$ cat config.mk
export PLATFORM = sky130hd
export DESIGN_NAME = gtht_ctrl
export DESIGN_NICKNAME = d
export VERILOG_FILES = /design/src/gtht_pkg.sv /design/src/gtht_ctrl.sv
export SDC_FILE = /design/constraint.sdc
export NUM_CORES = 1
export LEC_CHECK = 0
export ABC_AREA = 1
export BUFFER_PORTS_ARGS = -buffer_cell sky130_fd_sc_hd__buf_2
export CAP_MARGIN = 20
export CORE_AREA = 2 2 39 41
export CTS_CLUSTER_SIZE = 40
export DETAILED_ROUTE_END_ITERATION = 10
export DIE_AREA = 0 0 41 43
export GPL_TIMING_DRIVEN = 0
export PLACE_DENSITY = 0.53
export SLEW_MARGIN = 20
export SYNTH_ARGS = -nofsm -noshare
export SYNTH_HDL_FRONTEND = slang
export SYNTH_SLANG_ARGS = --single-unit
$ cat constraint.sdc
create_clock -name clk_i -period 1.6 [get_ports clk_i]
set_clock_uncertainty 0.1 [all_clocks]
set_input_delay 0.32 -clock clk_i [delete_from_list [all_inputs] [get_ports clk_i]]
set_output_delay 0.32 -clock clk_i [all_outputs]
set_load 0.01 [all_outputs]
$ cat src/gtht_pkg.sv
`timescale 1ns / 1ps

package gtht_pkg;

  // Identifier layout and field widths
  localparam int IDX_FIELD_BITS = 12;
  localparam int ID_GEN_BITS    = 16;
  localparam int ID_BITS        = IDX_FIELD_BITS + ID_GEN_BITS;
  localparam int TYPE_BITS      = 4;
  localparam int FD_BITS        = 31;

  // Parameter defaults
  localparam int DEF_NUM_SLOTS  = 256;
  localparam int DEF_EPOCH_BITS = 16;
  localparam int DEF_REF_BITS   = 16;

  // Scan width of the free-slot search
  localparam int SCAN_LANES = 8;

  typedef enum logic [2:0] {
    FN_ALLOC  = 3'd0,
    FN_ATTACH = 3'd1,
    FN_ABORT  = 3'd2,
    FN_ACQ    = 3'd3,
    FN_REL    = 3'd4,
    FN_CLOSE  = 3'd5
  } func_e;

  typedef enum logic [2:0] {
    RS_OK        = 3'd0,
    RS_INVALID   = 3'd1,
    RS_NOT_FOUND = 3'd2,
    RS_ALREADY   = 3'd3,
    RS_BUSY      = 3'd4,
    RS_NO_SPACE  = 3'd5
  } status_e;

  // Request class seen at the input
  typedef enum logic [1:0] {
    DEC_ALLOC,
    DEC_LOOKUP,
    DEC_EARLY
  } dec_e;

  typedef enum logic [2:0] {
    S_CLEAR,
    S_IDLE,
    S_SCAN,
    S_READ,
    S_EXEC,
    S_DONE
  } state_e;

  typedef struct packed {
    logic clr_wr;
    logic load_req;
    logic scan_start;
    logic scan_step;
    logic no_space;
    logic exec;
    logic out_load;
  } ctl_cmd_t;

  typedef struct packed {
    logic clr_last;
    dec_e dec;
    logic scan_hit;
    logic scan_end;
    logic out_free;
  } ctl_sts_t;

endpackage

$ cat src/gtht_ctrl.sv
`timescale 1ns / 1ps

module gtht_ctrl (
  input  logic                clk_i,
  input  logic                rst_ni,
  input  logic                in_valid_i,
  output logic                in_ready_o,
  input  gtht_pkg::ctl_sts_t  sts_i,
  output gtht_pkg::ctl_cmd_t  cmd_o
);

  gtht_pkg::state_e state_q, state_d;

  // State register
  always_ff @(posedge clk_i or negedge rst_ni) begin
    if (!rst_ni) begin
      state_q <= gtht_pkg::S_CLEAR;
    end else begin
      state_q <= state_d;
    end
  end

  // Next state and commands
  always_comb begin
    state_d    = state_q;
    cmd_o      = '0;
    in_ready_o = 1'b0;
    case (state_q)
      gtht_pkg::S_CLEAR: begin
        cmd_o.clr_wr = 1'b1;
        if (sts_i.clr_last) state_d = gtht_pkg::S_IDLE;
      end
      gtht_pkg::S_IDLE: begin
        in_ready_o = 1'b1;
        if (in_valid_i) begin
          cmd_o.load_req = 1'b1;
          case (sts_i.dec)
            gtht_pkg::DEC_ALLOC: begin
              cmd_o.scan_start = 1'b1;
              state_d = gtht_pkg::S_SCAN;
            end
            gtht_pkg::DEC_LOOKUP: state_d = gtht_pkg::S_READ;
            default:              state_d = gtht_pkg::S_DONE;
          endcase
        end
      end
      gtht_pkg::S_SCAN: begin
        cmd_o.scan_step = 1'b1;
        if (sts_i.scan_hit) begin
          state_d = gtht_pkg::S_READ;
        end else if (sts_i.scan_end) begin
          cmd_o.no_space = 1'b1;
          state_d = gtht_pkg::S_DONE;
        end
      end
      gtht_pkg::S_READ: state_d = gtht_pkg::S_EXEC;
      gtht_pkg::S_EXEC: begin
        cmd_o.exec = 1'b1;
        state_d = gtht_pkg::S_DONE;
      end
      gtht_pkg::S_DONE: begin
        if (sts_i.out_free) begin
          cmd_o.out_load = 1'b1;
          state_d = gtht_pkg::S_IDLE;
        end
      end
      default: state_d = gtht_pkg::S_IDLE;
    endcase
  end

endmodule

**Word-level counts from Yosys, hierarchy flattened**

Cells that the tools add are included.

- Register bits: 3
- Latch bits: 0
- RAM bits: 0
- ROM bits: 0
- Input bits: 9
- Output and inout port bits: 8
- Word-level logic and storage cells: 32
- Memories: 0

- Add/sub/neg operators: 0
- Multipliers: 0
- Div/mod/pow operators: 0
- Magnitude comparators: 0
- Equal/unequal tests: 10
- Shift-type cells: 0
- Multiplexer cells: 18
- Bitwise gates (word level): 0
- Reduce and logical (&&, ||, !) cells: 3

Operator list:

| cell | number |
|---|---|
| one-hot mux 3 bit (6 select lines) | 1 |
| 2-to-1 mux 3 bit | 5 |
| 2-to-1 mux 1 bit | 8 |
| equality test 3 x 2 -> 1 bit (second input constant) | 2 |
| equality test 3 bit (second input constant) | 2 |
| 2-to-1 mux 2 bit | 3 |
| inequality test 2 bit (second input constant) | 3 |
| one-hot mux 3 bit (2 select lines) | 1 |
| AND reduction 4 bit | 1 |
| equality test 3 x 1 -> 1 bit (second input constant) | 1 |
| zero test 3 bit | 1 |
| inequality test 3 bit (second input constant) | 1 |
| equality test 2 x 1 -> 1 bit (second input constant) | 1 |
| zero test 2 bit | 1 |

**Longest topological paths before layout**

- Depth in word-level cells: 4
- Gate-level depth with buffers: 8
- Mapped depth without buffers: 8

**Least setup slack after synthesis**

OpenSTA, ideal clock, no wires.

- Path type: register to output
- Start: register state_q[2]
- End: output cmd_o[4] (netlist bit)
- Arrival time: 1.028 ns
- Data required time: 1.180 ns
- Slack: 0.152 ns
- Cell stages (with the launch flop): 6
- Path buffers: 0
- Cells stage by stage: dfrtp_1 -> inv_2 -> nand2_2 -> nor2_2 -> inv_2 -> nor4_2

RTL lines:

| what | line | text |
|---|---|---|
| from (decl) | gtht_ctrl.sv:12 | `gtht_pkg::state_e state_q, state_d;` |
| from (signal assigned) | gtht_ctrl.sv:17 | `state_q <= gtht_pkg::S_CLEAR;` |
| from (signal assigned) | gtht_ctrl.sv:19 | `state_q <= state_d;` |
| to (decl) | gtht_ctrl.sv:9 | `output gtht_pkg::ctl_cmd_t cmd_o` |

==> flow_summary.ini <==
[logic_synthesis]
synth-seq-cells = 3
synth_cell_types = 12
yosys_warnings = 0
netlist.area_leader.share = 0.262
ys_seq_area_frac = 0.262
netlist_area_um2 = 287
synthCells = 50
synth_fp_nets = 59
avgSynthCellArea_um2 = 5.73
yosys.area.top_type = dfrtp_1
synth_area_leaders = dfrtp_1 26%, nand2_1 18%, inv_1 9.2%

[route]
drt-total-wl_um = 773
post-route-drc-count = 0
ant_nets = 0
first_iter_violations = 6
firstDrtPassIters = 4
wire_per_inst_um = 8.49
vias = 386
via_per_inst = 4.24

[global_route]
antenna_found_initial = 0
grtUsageMet1 = 0.0909
grt_busiest_layer = met2
grt_max_degree = 7
overflow = 0
grt.met3_usage = 0.0157
met2_usage = 0.156
grt_pass1_vias = 320
grt_pass1_wl_um = 1080
grt_usage = 0.0906

[sta]
final-setup-viol-count = 2
fin_crit_sh = 1.01
rsz0062_at_grt = yes
worst_slew_pin_slew_ns = 0.180
slew_headroom = 0.879
fin_ws_ns = -0.0133
drv_slew = 0
max_freq_mhz = 620
finalHoldViolCount = 0
finalCriticalPeriod_ns = 1.61

[worst_setup_path]
critPathRequiredTime_ns = 1.18
crit_top_cell = inv_2
crit-reg2reg-capture = state_q[2]$_DFFE_PN0P_
crit_buf_inv = 3
worst_path_max_delay_cell = dfrtp_1
rr_startpoint = state_q[0]$_DFFE_PN0P_
critPathKind = flip-flop to output port
cpLargestDelayFamily = flip-flops
path_max_fanout = 4
arrival_ns = 1.19
start_kind = flip-flop
crit_chain = inv_2, nand2_2, nor2_4, inv_2, nor4_2, buf_2
r2r_setup_slack_ns = 0.32
r2r_cells = 8
crit_path_max_incr_delay_ns = 0.38
critPathCaptureType = output port

[hold_path]
min-delay-start = sts_i[0]
min_path_cells = 4
hold_class = input port to flip-flop
min_to = state_q[2]$_DFFE_PN0P_

[final_layout]
layout.cells.non_filler = 91
area_delta_synth_final_pct = 63.3
nets = 85
largest_register_ffs = 3
nFillCells = 154
final_cell_mix = 16 x buf_2, 13 x nand2_1, 7 x inv_1
drive_above_1_share = 0.480
regMostFlops = state_q
final_area_um2 = 468
antenna_cells = 0
final_common_cell = buf_2
reg.largest.list = state_q: 3 flops

[clock_tree]
htreeDepth = 1
root_buffer = clkbuf_4
clk_pin_slew_ns = 0.03
cts_sinks = 3
cts_tree = yes
numCtsBuffers = 3
cts_max_path_buffers = 2
insertion_delay_ns = 0.23

[power_and_ir_drop]
ir_drop_uv = 518
leakage_uw = 0.000281
power-per-cell-area_mw_per_mm2 = 1840

[status]
violations = negative setup slack
status = complete, but fails checks

[placed_design]
place_area_um2 = 387
io_buffers = 16
place.gp.congestion = 0.776
dpl.hpwl_um = 592
place_inst = 82

[job]
cap_violations = 0

[floorplanning]
pin_count = 17
die_h_um = 43
rows = 14
die_w_um = 41
initial_core_util = 0.207
coreArea_mm2 = 0.00138
dieArea_mm2 = 0.00176
[timing repair]
item | in CTS | in global routing
endpoints found under the setup margin | 2 | 4
pin swaps | 1 | 1
hold endpoints to repair | 3 | 0
hold buffers | 1 | 0
gates resized for setup | 3 | 2
buffers inserted | 3 | 1
[routing by layer]
metal	up-vias	wire length [um]
met3	0	33
met4	0	0
met1	174	320
li1	204	-
met2	8	419
met5	-	0
[synth_stat cells (all sizes together)]
cell / instances
nand2: 15
inv: 11
nor2: 9
nand3: 5
dfrtp: 3
o21ai: 3
nor3: 2
a21oi: 1
nor4: 1
[logic make-up (layout without fill, tap and decap cells)]
kind of cell,count (synthesis),count (layout),synth area share
compound gates,4,4,0.0698
simple gates,32,32,0.524
flops,3,3,0.262
buf+inv,11,36,0.144
[final cells by class]
| type | instances | area, um2 | area share |
|---|---|---|---|
| multi-input combinational | 36 | 183 | 0.390 |
| timing repair buffer | 21 | 120 | 0.257 |
| sequential | 3 | 77.6 | 0.166 |
| inverter | 11 | 41.3 | 0.0882 |
| clock buffer | 4 | 26.3 | 0.0561 |
| tap | 16 | 20.0 | 0.0428 |
[worst max path at each step]
stage | cells after the start | from | end
detailed placement | 6 | state_q[2]$_DFFE_PN0P_ | cmd_o[4]
CTS | 6 | state_q[2]$_DFFE_PN0P_ | cmd_o[4]
global route | 6 | state_q[2]$_DFFE_PN0P_ | cmd_o[4]
global placement | 6 | state_q[2]$_DFFE_PN0P_ | cmd_o[4]
finish | 6 | state_q[2]$_DFFE_PN0P_ | cmd_o[4]
floorplan | 5 | state_q[2]$_DFFE_PN0P_ | cmd_o[4]
[metrics by stage]
stage	setup slack (ns)	power [uW]	utilization	setup TNS [ns]	hold slack, ns
after detailed placement	0.105	599	0.279	0	0.0181
after CTS	-0.0417	816	0.327	-0.0422	0.293
after global routing	-0.0668	933	0.338	-0.134	0.312
after floorplan	0.152	472	-	0	-0.0756
after global placement	0.103	600	0.279	0	0.0194
final	-0.0133	861	0.338	-0.0259	0.291
[worst register-to-register path: stages (launching register included)]
cell and delay [ns]:
dfrtp_2 0.43, nand2_2 0.11, nor2_4 0.04, buf_4 0.13, buf_4 0.12, nand2_1 0.05
nand3_1 0.07, nand2_1 0.07, nand2_1 0.04
[power breakdown]
| part | internal [uW] | total, uW | switching, uW |
|---|---|---|---|
| logic | 242 | 557 | 314 |
| clock network | 93.3 | 130 | 36.6 |
| registers | 119 | 174 | 55.4 |
No activity file was read; power rests on OpenSTA's default activity.
